**config.mk**
```make
export PLATFORM = sky130hd
export DESIGN_NAME = white_patch_color_balance_top
export DESIGN_NICKNAME = d
export VERILOG_FILES = /design/src/design/wpcb_pkg.sv /design/src/design/wpcb_front.sv /design/src/design/wpcb_queue.sv /design/src/design/wpcb_div_lane.sv /design/src/design/wpcb_back.sv /design/src/design/white_patch_color_balance_top.sv
export SDC_FILE = /design/constraint.sdc
export NUM_CORES = 1
export LEC_CHECK = 0
export BUFFER_PORTS_ARGS = -buffer_cell sky130_fd_sc_hd__buf_2
export CORE_ASPECT_RATIO = 2
export CORE_MARGIN = 3
export CORE_UTILIZATION = 48
export CTS_CLUSTER_SIZE = 40
export DETAILED_ROUTE_END_ITERATION = 12
export GPL_TIMING_DRIVEN = 0
export PLACE_DENSITY = 0.68
export SLEW_MARGIN = 20
export SYNTH_ARGS = -nofsm -noshare
export SYNTH_HDL_FRONTEND = slang
export SYNTH_SLANG_ARGS = --single-unit
```
**constraint.sdc**
```tcl
create_clock -name aclk -period 23.2 [get_ports aclk]
set_input_delay 3.48 -clock aclk [delete_from_list [all_inputs] [get_ports aclk]]
set_output_delay 3.48 -clock aclk [all_outputs]
set_load 0.02 [all_outputs]
```
**src/design/wpcb_pkg.sv**
```systemverilog
`default_nettype none

package wpcb_pkg;

    // channel width and full-scale value
    localparam int CHAN_W = 8;
    localparam logic [CHAN_W-1:0] CHAN_MAX = '1;

    // operation codes on the op field
    localparam logic [1:0] OP_CLEAR   = 2'd0;
    localparam logic [1:0] OP_MEASURE = 2'd1;
    localparam logic [1:0] OP_APPLY   = 2'd2;

    // default depth of the queue between front and back
    localparam int QUEUE_DEPTH_DEF = 2;

    // classified word kinds carried through the queue
    typedef enum logic [1:0] {
        KIND_CLEAR,
        KIND_MEASURE,
        KIND_APPLY
    } kind_t;

    // one queued word: kind, pixel and its precomputed mean
    typedef struct packed {
        kind_t             kind;
        logic [CHAN_W-1:0] mean;
        logic [CHAN_W-1:0] pix_b;
        logic [CHAN_W-1:0] pix_g;
        logic [CHAN_W-1:0] pix_r;
    } item_t;

    // control from the back sequencer to each divider lane
    typedef struct packed {
        logic start;
        logic step;
    } lane_ctrl_t;

    // back sequencer states
    typedef enum logic [1:0] {
        ST_IDLE,
        ST_DIV,
        ST_DONE
    } back_state_t;

endpackage

`default_nettype wire

```
**src/design/wpcb_front.sv**
```systemverilog
`default_nettype none

module wpcb_front (
    input  wire logic                        s_valid,
    output logic                             s_ready,
    input  wire logic [1:0]                  s_op,
    input  wire logic [wpcb_pkg::CHAN_W-1:0] s_pix_b,
    input  wire logic [wpcb_pkg::CHAN_W-1:0] s_pix_g,
    input  wire logic [wpcb_pkg::CHAN_W-1:0] s_pix_r,
    input  wire logic                        q_full,
    output logic                             push,
    output wpcb_pkg::item_t                  push_item
);
    import wpcb_pkg::*;

    // floor(sum/3) as (sum*683) >> 11, exact for sums up to 765
    localparam int SUM_W      = CHAN_W + 2;
    localparam int MEAN_SHIFT = 11;
    localparam int PROD_W     = SUM_W + MEAN_SHIFT;
    localparam logic [MEAN_SHIFT-1:0] MEAN_MUL = MEAN_SHIFT'(683);

    logic [SUM_W-1:0]  sum;
    logic [PROD_W-1:0] prod;
    logic              known_op;

    // accept whenever the queue has room
    assign s_ready = !q_full;

    // form the pixel mean
    assign sum  = {2'b00, s_pix_b} + {2'b00, s_pix_g} + {2'b00, s_pix_r};
    assign prod = PROD_W'(sum) * PROD_W'(MEAN_MUL);

    // classify the word; drop the unused op code
    always_comb begin
        push_item.kind  = KIND_CLEAR;
        known_op        = 1'b1;
        unique case (s_op)
            OP_CLEAR:   push_item.kind = KIND_CLEAR;
            OP_MEASURE: push_item.kind = KIND_MEASURE;
            OP_APPLY:   push_item.kind = KIND_APPLY;
            default:    known_op = 1'b0;
        endcase
        push_item.mean  = prod[MEAN_SHIFT +: CHAN_W];
        push_item.pix_b = s_pix_b;
        push_item.pix_g = s_pix_g;
        push_item.pix_r = s_pix_r;
    end

    assign push = s_valid && s_ready && known_op;

endmodule

`default_nettype wire

```
**src/design/wpcb_queue.sv**
```systemverilog
`default_nettype none

module wpcb_queue #(
    parameter int DEPTH = wpcb_pkg::QUEUE_DEPTH_DEF
) (
    input  wire logic            aclk,
    input  wire logic            aresetn,
    input  wire logic            push,
    input  wpcb_pkg::item_t      push_item,
    output logic                 full,
    input  wire logic            pop,
    output logic                 not_empty,
    output wpcb_pkg::item_t      head_item
);
    import wpcb_pkg::*;

    localparam int PTR_W = (DEPTH > 1) ? $clog2(DEPTH) : 1;
    localparam int CNT_W = $clog2(DEPTH + 1);
    localparam logic [PTR_W-1:0] PTR_LAST = PTR_W'(DEPTH - 1);
    localparam logic [CNT_W-1:0] CNT_FULL = CNT_W'(DEPTH);

    item_t             mem_reg [DEPTH];
    logic [PTR_W-1:0]  wr_ptr_reg, wr_ptr_next;
    logic [PTR_W-1:0]  rd_ptr_reg, rd_ptr_next;
    logic [CNT_W-1:0]  count_reg, count_next;
    logic              do_push, do_pop;

    assign full      = (count_reg == CNT_FULL);
    assign not_empty = (count_reg != '0);
    assign head_item = mem_reg[rd_ptr_reg];
    assign do_push   = push && !full;
    assign do_pop    = pop && not_empty;

    // advance pointers and occupancy
    always_comb begin
        wr_ptr_next = wr_ptr_reg;
        rd_ptr_next = rd_ptr_reg;
        count_next  = count_reg;
        if (do_push) begin
            wr_ptr_next = (wr_ptr_reg == PTR_LAST) ? '0 : wr_ptr_reg + 1'b1;
        end
        if (do_pop) begin
            rd_ptr_next = (rd_ptr_reg == PTR_LAST) ? '0 : rd_ptr_reg + 1'b1;
        end
        if (do_push && !do_pop) begin
            count_next = count_reg + 1'b1;
        end else if (do_pop && !do_push) begin
            count_next = count_reg - 1'b1;
        end
    end

    always_ff @(posedge aclk) begin
        if (!aresetn) begin
            wr_ptr_reg <= '0;
            rd_ptr_reg <= '0;
            count_reg  <= '0;
        end else begin
            wr_ptr_reg <= wr_ptr_next;
            rd_ptr_reg <= rd_ptr_next;
            count_reg  <= count_next;
        end
    end

    // store the incoming word
    always_ff @(posedge aclk) begin
        if (do_push) begin
            mem_reg[wr_ptr_reg] <= push_item;
        end
    end

endmodule

`default_nettype wire

```
**src/design/wpcb_div_lane.sv**
```systemverilog
`default_nettype none

module wpcb_div_lane (
    input  wire logic                        aclk,
    input  wpcb_pkg::lane_ctrl_t             ctrl,
    input  wire logic [wpcb_pkg::CHAN_W-1:0] pix,
    input  wire logic [wpcb_pkg::CHAN_W-1:0] div,
    output logic      [wpcb_pkg::CHAN_W-1:0] quot
);
    import wpcb_pkg::*;

    localparam int DVD_W = 2 * CHAN_W;

    logic [DVD_W-1:0]  dividend;
    logic [CHAN_W:0]   trial;
    logic [CHAN_W:0]   diff;
    logic              fits;
    logic [CHAN_W-1:0] rem_reg, rem_next;
    logic [CHAN_W-1:0] lo_reg, lo_next;
    logic [CHAN_W-1:0] quot_reg, quot_next;
    logic [CHAN_W-1:0] div_reg, div_next;
    logic              fixed_reg, fixed_next;

    // pix*255 as (pix << 8) - pix
    assign dividend = {pix, {CHAN_W{1'b0}}} - {{CHAN_W{1'b0}}, pix};

    // one restoring step: shift in the next dividend bit, subtract if it fits
    assign trial = {rem_reg, lo_reg[CHAN_W-1]};
    assign diff  = trial - {1'b0, div_reg};
    assign fits  = (trial >= {1'b0, div_reg});

    always_comb begin
        rem_next   = rem_reg;
        lo_next    = lo_reg;
        quot_next  = quot_reg;
        div_next   = div_reg;
        fixed_next = fixed_reg;
        priority if (ctrl.start) begin
            div_next  = div;
            rem_next  = dividend[DVD_W-1:CHAN_W];
            lo_next   = dividend[CHAN_W-1:0];
            quot_next = '0;
            // zero divisor gives zero, pix >= div saturates
            if (div == '0) begin
                fixed_next = 1'b1;
            end else if (pix >= div) begin
                fixed_next = 1'b1;
                quot_next  = CHAN_MAX;
            end else begin
                fixed_next = 1'b0;
            end
        end else if (ctrl.step && !fixed_reg) begin
            rem_next  = fits ? diff[CHAN_W-1:0] : trial[CHAN_W-1:0];
            lo_next   = {lo_reg[CHAN_W-2:0], 1'b0};
            quot_next = {quot_reg[CHAN_W-2:0], fits};
        end else begin
            fixed_next = fixed_reg;
        end
    end

    always_ff @(posedge aclk) begin
        rem_reg   <= rem_next;
        lo_reg    <= lo_next;
        quot_reg  <= quot_next;
        div_reg   <= div_next;
        fixed_reg <= fixed_next;
    end

    assign quot = quot_reg;

endmodule

`default_nettype wire

```
**src/design/wpcb_back.sv**
```systemverilog
`default_nettype none

module wpcb_back (
    input  wire logic                        aclk,
    input  wire logic                        aresetn,
    input  wire logic                        q_not_empty,
    input  wpcb_pkg::item_t                  q_item,
    output logic                             pop,
    output logic                             m_valid,
    input  wire logic                        m_ready,
    output logic      [wpcb_pkg::CHAN_W-1:0] m_out_b,
    output logic      [wpcb_pkg::CHAN_W-1:0] m_out_g,
    output logic      [wpcb_pkg::CHAN_W-1:0] m_out_r
);
    import wpcb_pkg::*;

    localparam int STEP_W = (CHAN_W > 1) ? $clog2(CHAN_W) : 1;
    localparam logic [STEP_W-1:0] STEP_LAST = STEP_W'(CHAN_W - 1);

    back_state_t       state_reg, state_next;
    logic [STEP_W-1:0] step_reg, step_next;
    logic [CHAN_W-1:0] max_mean_reg, max_mean_next;
    logic [CHAN_W-1:0] bright_b_reg, bright_b_next;
    logic [CHAN_W-1:0] bright_g_reg, bright_g_next;
    logic [CHAN_W-1:0] bright_r_reg, bright_r_next;
    logic              m_valid_reg, m_valid_next;
    logic [CHAN_W-1:0] m_out_b_reg, m_out_b_next;
    logic [CHAN_W-1:0] m_out_g_reg, m_out_g_next;
    logic [CHAN_W-1:0] m_out_r_reg, m_out_r_next;
    lane_ctrl_t        lane_ctrl;
    logic [CHAN_W-1:0] quot_b, quot_g, quot_r;

    // one divider lane per channel
    wpcb_div_lane u_lane_b (
        .aclk (aclk),
        .ctrl (lane_ctrl),
        .pix  (q_item.pix_b),
        .div  (bright_b_reg),
        .quot (quot_b)
    );

    wpcb_div_lane u_lane_g (
        .aclk (aclk),
        .ctrl (lane_ctrl),
        .pix  (q_item.pix_g),
        .div  (bright_g_reg),
        .quot (quot_g)
    );

    wpcb_div_lane u_lane_r (
        .aclk (aclk),
        .ctrl (lane_ctrl),
        .pix  (q_item.pix_r),
        .div  (bright_r_reg),
        .quot (quot_r)
    );

    // sequence words: update statistics, or run the dividers and emit
    always_comb begin
        state_next     = state_reg;
        step_next      = step_reg;
        max_mean_next  = max_mean_reg;
        bright_b_next  = bright_b_reg;
        bright_g_next  = bright_g_reg;
        bright_r_next  = bright_r_reg;
        m_out_b_next   = m_out_b_reg;
        m_out_g_next   = m_out_g_reg;
        m_out_r_next   = m_out_r_reg;
        m_valid_next   = m_valid_reg && !m_ready;
        pop            = 1'b0;
        lane_ctrl      = '0;

        unique case (state_reg)
            ST_IDLE: begin
                if (q_not_empty) begin
                    pop = 1'b1;
                    unique case (q_item.kind)
                        KIND_CLEAR: begin
                            max_mean_next = '0;
                            bright_b_next = '0;
                            bright_g_next = '0;
                            bright_r_next = '0;
                        end
                        KIND_MEASURE: begin
                            if (q_item.mean > max_mean_reg) begin
                                max_mean_next = q_item.mean;
                                bright_b_next = q_item.pix_b;
                                bright_g_next = q_item.pix_g;
                                bright_r_next = q_item.pix_r;
                            end
                        end
                        KIND_APPLY: begin
                            lane_ctrl.start = 1'b1;
                            step_next       = '0;
                            state_next      = ST_DIV;
                        end
                        default: begin
                            state_next = ST_IDLE;
                        end
                    endcase
                end
            end
            ST_DIV: begin
                lane_ctrl.step = 1'b1;
                step_next      = step_reg + 1'b1;
                if (step_reg == STEP_LAST) begin
                    state_next = ST_DONE;
                end
            end
            ST_DONE: begin
                // load the output register once it is free
                if (!m_valid_reg || m_ready) begin
                    m_valid_next = 1'b1;
                    m_out_b_next = quot_b;
                    m_out_g_next = quot_g;
                    m_out_r_next = quot_r;
                    state_next   = ST_IDLE;
                end
            end
            default: begin
                state_next = ST_IDLE;
            end
        endcase
    end

    always_ff @(posedge aclk) begin
        if (!aresetn) begin
            state_reg    <= ST_IDLE;
            step_reg     <= '0;
            max_mean_reg <= '0;
            bright_b_reg <= '0;
            bright_g_reg <= '0;
            bright_r_reg <= '0;
            m_valid_reg  <= 1'b0;
        end else begin
            state_reg    <= state_next;
            step_reg     <= step_next;
            max_mean_reg <= max_mean_next;
            bright_b_reg <= bright_b_next;
            bright_g_reg <= bright_g_next;
            bright_r_reg <= bright_r_next;
            m_valid_reg  <= m_valid_next;
        end
    end

    // hold the result word
    always_ff @(posedge aclk) begin
        m_out_b_reg <= m_out_b_next;
        m_out_g_reg <= m_out_g_next;
        m_out_r_reg <= m_out_r_next;
    end

    assign m_valid = m_valid_reg;
    assign m_out_b = m_out_b_reg;
    assign m_out_g = m_out_g_reg;
    assign m_out_r = m_out_r_reg;

`ifndef SYNTH
    // a clear word zeroes all statistics
    a_clear_zeroes: assert property (@(posedge aclk) disable iff (!aresetn)
        (pop && q_item.kind == KIND_CLEAR) |=>
            (max_mean_reg == '0 && bright_b_reg == '0 &&
             bright_g_reg == '0 && bright_r_reg == '0))
        else $error("statistics not cleared");

    // the stored maximum only grows between clears
    a_max_grows: assert property (@(posedge aclk) disable iff (!aresetn)
        !(pop && q_item.kind == KIND_CLEAR) |=> (max_mean_reg >= $past(max_mean_reg)))
        else $error("stored maximum decreased");

    // a new result appears only on leaving the done state
    a_result_from_done: assert property (@(posedge aclk) disable iff (!aresetn)
        $rose(m_valid_reg) |-> $past(state_reg == ST_DONE))
        else $error("result raised outside done state");

    // the kept pixel's channels stay put while the dividers run
    a_stats_stable: assert property (@(posedge aclk) disable iff (!aresetn)
        (state_reg == ST_DIV) |=> $stable(bright_b_reg) && $stable(bright_g_reg) &&
            $stable(bright_r_reg))
        else $error("divisor changed during divide");
`endif

endmodule

`default_nettype wire

```
**src/design/white_patch_color_balance_top.sv**
```systemverilog
`default_nettype none

// White-patch color balance over 8-bit BGR pixels. Each input word carries an op:
// clear starts a new frame's statistics, measure keeps the pixel with the largest
// integer mean (ties keep the earlier pixel), and apply returns one result word with
// each channel scaled to min(255, floor(p*255/c)), c being the kept pixel's channel
// (0 when c is 0). Op code 3 is accepted and dropped. Words pass from the input
// handshake into a small queue (QUEUE_DEPTH words), then to a sequencer. Clear and
// measure words retire at one per cycle while the sequencer is idle. An apply word
// passes through the sequencer as a load, 8 steps of the three per-channel bit-serial
// restoring dividers, and a load of the output register. The output register lets new
// words enter the queue while a result waits for m_ready.
module white_patch_color_balance_top #(
    parameter int QUEUE_DEPTH = wpcb_pkg::QUEUE_DEPTH_DEF
) (
    input  wire logic                        aclk,
    input  wire logic                        aresetn,
    input  wire logic                        s_valid,
    output logic                             s_ready,
    input  wire logic [1:0]                  s_op,
    input  wire logic [wpcb_pkg::CHAN_W-1:0] s_pix_b,
    input  wire logic [wpcb_pkg::CHAN_W-1:0] s_pix_g,
    input  wire logic [wpcb_pkg::CHAN_W-1:0] s_pix_r,
    output logic                             m_valid,
    input  wire logic                        m_ready,
    output logic      [wpcb_pkg::CHAN_W-1:0] m_out_b,
    output logic      [wpcb_pkg::CHAN_W-1:0] m_out_g,
    output logic      [wpcb_pkg::CHAN_W-1:0] m_out_r
);
    import wpcb_pkg::*;

    logic  q_full;
    logic  push;
    item_t push_item;
    logic  pop;
    logic  q_not_empty;
    item_t head_item;

    // accept and classify
    wpcb_front u_front (
        .s_valid   (s_valid),
        .s_ready   (s_ready),
        .s_op      (s_op),
        .s_pix_b   (s_pix_b),
        .s_pix_g   (s_pix_g),
        .s_pix_r   (s_pix_r),
        .q_full    (q_full),
        .push      (push),
        .push_item (push_item)
    );

    // decouple front and back
    wpcb_queue #(
        .DEPTH (QUEUE_DEPTH)
    ) u_queue (
        .aclk      (aclk),
        .aresetn   (aresetn),
        .push      (push),
        .push_item (push_item),
        .full      (q_full),
        .pop       (pop),
        .not_empty (q_not_empty),
        .head_item (head_item)
    );

    // execute words and drive results
    wpcb_back u_back (
        .aclk        (aclk),
        .aresetn     (aresetn),
        .q_not_empty (q_not_empty),
        .q_item      (head_item),
        .pop         (pop),
        .m_valid     (m_valid),
        .m_ready     (m_ready),
        .m_out_b     (m_out_b),
        .m_out_g     (m_out_g),
        .m_out_r     (m_out_r)
    );

endmodule

`default_nettype wire

```
==> results of run 1 <==
-- worst max-delay path: cells and delay by family --
kind | cells | cell delay, ns
fa+ha+maj | 9 | 3.41
buf+inv | 4 | 0.26
xor+xnor | 3 | 0.70
simple gates | 6 | 0.84
compound gates | 7 | 1.76
-- per-layer routing --
metal	GRT usage	vias up
met5	0	-
met1	0.190	4469
met2	0.401	191
met3	0.0222	75
met4	0.0929	0
li1	-	4656
-- final cells by class --
cell class	count	area (um^2)	share of cell area
sequential	234	6600	0.425
clock buffer	25	551	0.0355
clock inverter	12	90.1	0.00581
tap	356	445	0.0287
multi-input combinational	865	6730	0.434
inverter	143	537	0.0346
timing repair buffer	59	363	0.0234
buffer	33	206	0.0133
-- layout by cell type (no fill, tap or decap), drive strengths merged, types with 51 or more instances in the layout --
master  count
a21oi      51
o21ai      73
edfxtp    191
nor2       82
mux2i      72
buf        74
nor2b      51
nand2     124
inv       143
ha        137
-- cells by family (layout without fill, tap and decap cells) --
family	after synthesis	count (layout)
XOR/XNOR	54	54
buffers and inverters	176	272
adder cells (fa/ha/maj)	162	162
AO/OA/AOI/OAI	217	217
flip-flops	234	234
AND/OR/NAND/NOR	360	360
multiplexers	72	72
-- how the worst max path moves through the flow --
stage                    start                endpoint  slack [ns]
finish              s_pix_b[0]  u_queue.mem_reg[0][29]       12.97
global route        s_pix_b[0]  u_queue.mem_reg[0][29]       12.41
CTS                 s_pix_b[0]  u_queue.mem_reg[1][30]       12.88
detailed placement  s_pix_b[0]  u_queue.mem_reg[0][29]       12.35
global placement    s_pix_b[0]  u_queue.mem_reg[0][30]       12.39
floorplan           s_pix_b[0]  u_queue.mem_reg[0][30]       13.55
-- metrics by stage --
step,instances,util
2_1_floorplan,1275,-
3_3_place_gp,1686,0.517
4_1_cts,1727,0.544
3_5_place_dp,1690,0.521
6_report,1727,0.544
5_1_grt,1727,0.544
==> metrics, run 1 <==
Min-Delay Path Class flip-flop to flip-flop; final cycle utilization of the critical path 0.441; Routed Antenna Nets 0; Fin Setup TNS 0 ns; fin crit period 10.23 ns; CTS tree built; synthesized instance count 1275; hold slack 0.423 ns; number of top-level pins 56; Routed wire per std cell 17.7 um; Pins Over Slew Limit 0; Worst Skew 0.0108 ns; met1 WL 10300 um; post-synthesis register bit count 234; WP data required 23.44 ns; largest net degree at the start of global routing 32; Overflow after GRT 0; slack of the critical path 12.97 ns; met3 wire length 1070 um; Max-slew headroom 0.421; Post-Synth XOR/XNOR Area 0.0338; Post-Syn Area 0.0140 mm^2; Antenna diodes 0; Worst-Skew Late Latency 0.51 ns; share of cells above drive strength 1 0.111; I/O Buffers 55; drt total wl 30600 um; Synth async-reset ratio 0; cts repair resizes 0; FF-to-FF setup slack 19.82 ns; CTS Buf Count 21; P&R area growth vs syn 10.7%; Area contributors post-synth edfxtp_1 41%, ha_1 12%, dfxtp_1 6.1%; final hold violations 0; Starting Density 0.491; post-synthesis mux area share 0.0592; crit path kind input port to flip-flop; Post-synth EDFFs 191; Finish-stage setup viols 0; Root Driver clkbuf_16; gp weighted congestion 0.876; crit-path max FO 4; DR vias/cell 5.44; post-synth top area share 0.409; Post-Synth Simple-Gate Area 0.127; Detailed Place HPWL 24600 um; initial antenna violation count 0; Filler cells 2530; CORE AREA 0.0285 mm^2; Slew @ Worst Pin 0.844 ns; Crit path top cell by count ha_1; RSZ-0062 raised after global routing no; DRC viols 0; H-tree depth 1; max reg flops 68; yosys warns 0; hold path start u_back.u_lane_r.quot[7]; largest family of logic cells by synthesized area adder cells; chip height 248 um; Top FF cell, synth edfxtp_1; die area 0.0314 mm^2; Worst-path clk slew 0.06 ns; Max-Cap Viols 0; Met2 Routed Length 17700 um; global-route wire length before repair 48800 um; FMAX 0.0978 GHz; most frequent cells after synthesis 191 x edfxtp_1, 138 x inv_1, 137 x ha_1; Final Net Count 1549; vias in the first global route 9497; Post-CTS Setup Inserts 0; DP Worst Slack 12.35 ns; top-count cell post-synth edfxtp_1; Critical Path Source Type input port; Synth Area in Compound Gates 0.0982; post-synthesis sequential area ratio 0.471; top routing layer in use met4; gr usage total 0.197; Hold EP u_back.m_out_r[7]; FP Rows 87; R2R cell count 15; DRT Pass-1 Iters 5; chip width 127 um; 1st-iter DRT viols 285; Mean Syn Cell Area 11.0 um^2; placed cell areas 0.0149 mm^2; cts hold-fix bufs 0; Num Clock Sinks 234; Final Instance Area 0.0155 mm^2; slowest CP cell a2111oi_2; worst hold path stage count 0; r2r endpoint u_back.max_mean_reg[3]; CP Capture Type flip-flop; Synth cell types 66; CTS Buffer Depth 3; Vias 9391; status finished clean; adder-cell share of the synthesized area 0.158; CP max stage delay 0.62 ns; Synth Net Count 1467; arrival time of the worst setup path 10.47 ns; Synth area leader edfxtp_1
Power of run 1 is left out: the tool's default activity adds up to more than one toggle a clock period on the data nets, which glitch-free logic cannot reach.
==> inputs of run 2 (changes only) <==
--- a/config.mk
+++ b/config.mk
@@ -5,6 +5,7 @@
 export SDC_FILE = /design/constraint.sdc
 export NUM_CORES = 1
 export LEC_CHECK = 0
+export ABC_AREA = 1
 export BUFFER_PORTS_ARGS = -buffer_cell sky130_fd_sc_hd__buf_2
 export CORE_ASPECT_RATIO = 2
 export CORE_MARGIN = 3
@@ -12,7 +13,7 @@
 export CTS_CLUSTER_SIZE = 40
 export DETAILED_ROUTE_END_ITERATION = 12
 export GPL_TIMING_DRIVEN = 0
-export PLACE_DENSITY = 0.68
+export PLACE_DENSITY = 0.7
 export SLEW_MARGIN = 20
 export SYNTH_ARGS = -nofsm -noshare
 export SYNTH_HDL_FRONTEND = slang
==> constraint.sdc (replaced) <==
create_clock -name aclk -period 9.3 [get_ports aclk]
set_input_delay 1.395 -clock aclk [delete_from_list [all_inputs] [get_ports aclk]]
set_output_delay 1.395 -clock aclk [all_outputs]
set_load 0.02 [all_outputs]
==> metrics, run 2 <==
Detailed Place HPWL 28600 um; worst hold path stage count 0; yosys warns 0; Max-slew headroom 0.441; Routed wire per std cell 16.6 um; Post-CTS Setup Inserts 0; Area contributors post-synth edfxtp_1 39%, nand2_1 13%, ha_1 12%; Finish-stage setup viols 0; synthesized instance count 1659; Starting Density 0.491; WP data required 9.56 ns; Worst-path clk slew 0.07 ns; cts repair resizes 0; Routed Antenna Nets 0; Post-synth EDFFs 191; fin crit period 7.23 ns; Pins Over Slew Limit 0; initial antenna violation count 0; post-synthesis sequential area ratio 0.454; P&R area growth vs syn 10.4%; number of top-level pins 56; post-synthesis register bit count 234; chip height 252 um; Final Net Count 1933; DR vias/cell 5.27; 1st-iter DRT viols 515; Synth Net Count 1851; RSZ-0062 raised after global routing no; hold path start u_back.u_lane_r.quot[7]; FF-to-FF setup slack 6.14 ns; slack of the critical path 2.07 ns; DRC viols 0; area of the multi-input gates 0.00691 mm^2; commonest cells after routing, fill and taps aside 516 x nand2_1, 214 x inv_1, 191 x edfxtp_1; Post-Syn Area 0.0145 mm^2; global-route wire length before repair 56300 um; largest net degree at the start of global routing 37; Mean Syn Cell Area 8.76 um^2; Num Clock Sinks 234; Overflow after GRT 0; H-tree depth 1; CTS Buffer Depth 3; Final Util 0.542; Filler cells 2724; FF+latch area 0.00660 mm^2; drt total wl 35200 um; final cycle utilization of the critical path 0.777; DRT Pass-1 Iters 5; crit-path max FO 4; Critical Path Source Type input port; Slew @ Worst Pin 0.839 ns; crit path kind input port to flip-flop; Synth async-reset ratio 0; CTS Buf Count 21; Root Driver clkbuf_16; slowest CP cell fa_1; FMAX 0.138 GHz; Fin Setup TNS 0 ns; R2R cell count 18; Crit path top cell by count nand2_1; top-count cell post-synth nand2_1; status finished clean; Top FF cell, synth edfxtp_1; Synth area leader edfxtp_1; Hold EP u_back.m_out_r[7]; CORE AREA 0.0296 mm^2; max reg flops 68; arrival time of the worst setup path 7.49 ns; Worst Skew 0.0249 ns; die area 0.0325 mm^2; CP Capture Type flip-flop; r2r endpoint u_back.max_mean_reg[4]; most common cell after layout, fill and taps aside nand2_1; I/O Buffers 55; Worst-Skew Late Latency 0.53 ns; FP Rows 89; CP max stage delay 0.55 ns; CTS tree built; share of cells above drive strength 1 0.113; final hold violations 0; vias in the first global route 11.5k; Min-Delay Path Class flip-flop to flip-flop; gr usage total 0.221; chip width 129 um; post-synth top area share 0.395; DP Worst Slack 1.56 ns; Max-Cap Viols 0; cts hold-fix bufs 0; Antenna diodes 0; gp weighted congestion 0.919; Synth cell types 48; Vias 11.2k; most frequent cells after synthesis 516 x nand2_1, 214 x inv_1, 191 x edfxtp_1
[run 2: cell types whose count changed after synthesis, sizes merged, moves of 51 or more]
cell	change
nand2	+406
nand3	+97
inv	+86
mux2i	-71
nor2	+53
nor2b	-51
[run 2: worst max path at each step]
stage | startpoint | to
2_1_floorplan | s_pix_b[2] | u_queue.mem_reg[0][29]
3_3_place_gp | s_pix_g[2] | u_queue.mem_reg[0][29]
3_5_place_dp | s_pix_g[2] | u_queue.mem_reg[1][29]
4_1_cts | s_pix_g[2] | u_queue.mem_reg[0][29]
5_1_grt | s_pix_g[2] | u_queue.mem_reg[1][31]
6_report | s_pix_g[2] | u_queue.mem_reg[0][29]
[run 2: final cells by class]
class | count | area share
Sequential cell | 234 | 0.411
Tap cell | 364 | 0.0284
Multi-Input combinational cell | 1162 | 0.431
Inverter | 229 | 0.0539
Clock inverter | 14 | 0.00904
Clock buffer | 22 | 0.0330
Timing Repair Buffer | 59 | 0.0206
Buffer | 34 | 0.0132
[run 2: critical path, delay by kind of cell]
kind                     cells  cell delay [ns]
AND/OR/NAND/NOR              7             0.71
buffers and inverters        5             0.47
AO/OA/AOI/OAI                8             1.38
XOR/XNOR                     2             0.31
adder cells (fa/ha/maj)      8             3.21
[run 2: logic make-up after synthesis]
group | Yosys count | synth area share
compound gates | 128 | 0.0511
xor+xnor | 34 | 0.0205
fa+ha+maj | 162 | 0.152
buf+inv | 263 | 0.0740
flops | 234 | 0.454
mux | 1 | 0.000689
simple gates | 837 | 0.247
[run 2: routing by layer]
layer  track usage  vias up  part of all wire
li1              -     5592                 -
met1         0.188     5211              0.32
met2         0.448      239              0.57
met3        0.0216      123             0.026
met4         0.160        0             0.083
met5             0        -                 0
[run 2: stage by stage]
| stage | hold WS, ns | std cells | instance area (um^2) |
|---|---|---|---|
| after floorplan | 0.400 | 1659 | 14500 |
| after global placement | 0.401 | 2078 | 15300 |
| after CTS | 0.422 | 2118 | 16000 |
| after global routing | 0.427 | 2118 | 16000 |
| after detailed placement | 0.406 | 2082 | 15400 |
| final | 0.422 | 2118 | 16000 |
Power of run 2 is left out for the same reason.
==> inputs of run 3 (changes only) <==
==> constraint.sdc (replaced) <==
create_clock -name aclk -period 6.59 [get_ports aclk]
set_input_delay 0.9885 -clock aclk [delete_from_list [all_inputs] [get_ports aclk]]
set_output_delay 0.9885 -clock aclk [all_outputs]
set_load 0.02 [all_outputs]
==> metrics, run 3 (synthesized netlist as in run 2, its figures left out) <==
status finished clean; CORE AREA 0.0296 mm^2; CTS tree built; Worst-Skew Late Latency 0.53 ns; DR vias/cell 5.28; die area 0.0325 mm^2; cts hold-fix bufs 0; Starting Density 0.491; max reg flops 68; CTS Buffer Depth 3; Fin Setup TNS 0 ns; Crit path top cell by count nand2_1; Routed wire per std cell 16.7 um; share of cells above drive strength 1 0.136; gr usage total 0.221; final cell count without fillers 2126; CTS Buf Count 21; Num Clock Sinks 234; Worst Skew 0.0234 ns; gp weighted congestion 0.919; chip width 129 um; DP Worst Slack -0.741 ns; slowest CP cell fa_1; FP Rows 89; Critical Path Source Type input port; DRC viols 0; Detailed Place HPWL 28600 um; fin crit period 6.33 ns; WP data required 6.85 ns; crit path kind input port to flip-flop; Final Net Count 1941; H-tree depth 1; Filler cells 2680; vias in the first global route 11.6k; arrival time of the worst setup path 6.59 ns; FMAX 0.158 GHz; drt total wl 35500 um; final cycle utilization of the critical path 0.960; commonest cells after routing, fill and taps aside 510 x nand2_1, 213 x inv_1, 191 x edfxtp_1; CP max stage delay 0.56 ns; Finish-stage setup viols 0; Max-slew headroom 0.434; P&R area growth vs syn 12.6%; largest net degree at the start of global routing 37; initial antenna violation count 0; Routed Antenna Nets 0; Root Driver clkbuf_16; global-route wire length before repair 56400 um; Worst-path clk slew 0.07 ns; dpl cells 2082; crit-path max FO 4; 1st-iter DRT viols 436; Slew @ Worst Pin 0.849 ns; number of top-level pins 56; Pins Over Slew Limit 0; slack of the critical path 0.263 ns; DRT Pass-1 Iters 7; I/O Buffers 55; Max-Cap Viols 0; Min-Delay Path Class flip-flop to flip-flop; final hold violations 0; CP Capture Type flip-flop; Antenna diodes 0; chip height 252 um; most common cell after layout, fill and taps aside nand2_1; Vias 11.2k; Overflow after GRT 0
[run 3: per-layer routing]
metal	GRT usage	vias to the layer above	wire length, um	share of wire
met1	0.188	5236	11400	0.32
met4	0.154	0	2850	0.080
met5	0	-	0	0
met3	0.0216	126	1010	0.028
met2	0.451	258	20200	0.57
li1	-	5606	-	-
[run 3: path summary, 6_finish.rpt]
| check | from | to | slack (ns) | cells past startpoint |
|---|---|---|---|---|
| min reg2reg | u_back.u_lane_r.quot[7] | u_back.m_out_r[7] | 0.42 | 0 |
| min | u_back.u_lane_r.quot[7] | u_back.m_out_r[7] | 0.42 | 0 |
| max | s_pix_g[0] | u_queue.mem_reg[0][24] | 0.26 | 32 |
| max reg2reg | flip-flop | u_back.max_mean_reg[4] | 3.43 | 18 |
[run 3: timing repair]
action,4_1_cts,5_1_grt
endpoints found under the setup margin,14,16
gates resized for setup,10,31
buffers inserted,1,7
pin swaps,3,13
[run 3: worst max-delay path: cells and delay by family]
kind	cells	cell delay [ns]
xor+xnor	2	0.27
buf+inv	8	0.71
simple gates	11	0.98
fa+ha+maj	9	3.21
compound gates	2	0.42
[run 3: cell type report]
type / instances / area (um^2) / share of cell area
plain buffers: 34 / 211 / 0.0129
clock buffers: 22 / 529 / 0.0324
clock inverters: 14 / 145 / 0.00887
inverters: 229 / 865 / 0.0529
multi-input cells: 1162 / 7160 / 0.438
flip-flops and latches: 234 / 6600 / 0.403
well taps: 364 / 455 / 0.0278
repair buffers: 67 / 395 / 0.0242
[run 3: per-stage QoR]
stage	area, um^2	utilization	hold slack, ns
2_1_floorplan	14500	-	0.400
5_1_grt	16400	0.552	0.427
3_3_place_gp	15300	0.515	0.401
4_1_cts	16100	0.545	0.422
3_5_place_dp	15400	0.519	0.406
6_report	16400	0.552	0.422
Power of run 3 is left out for the same reason.
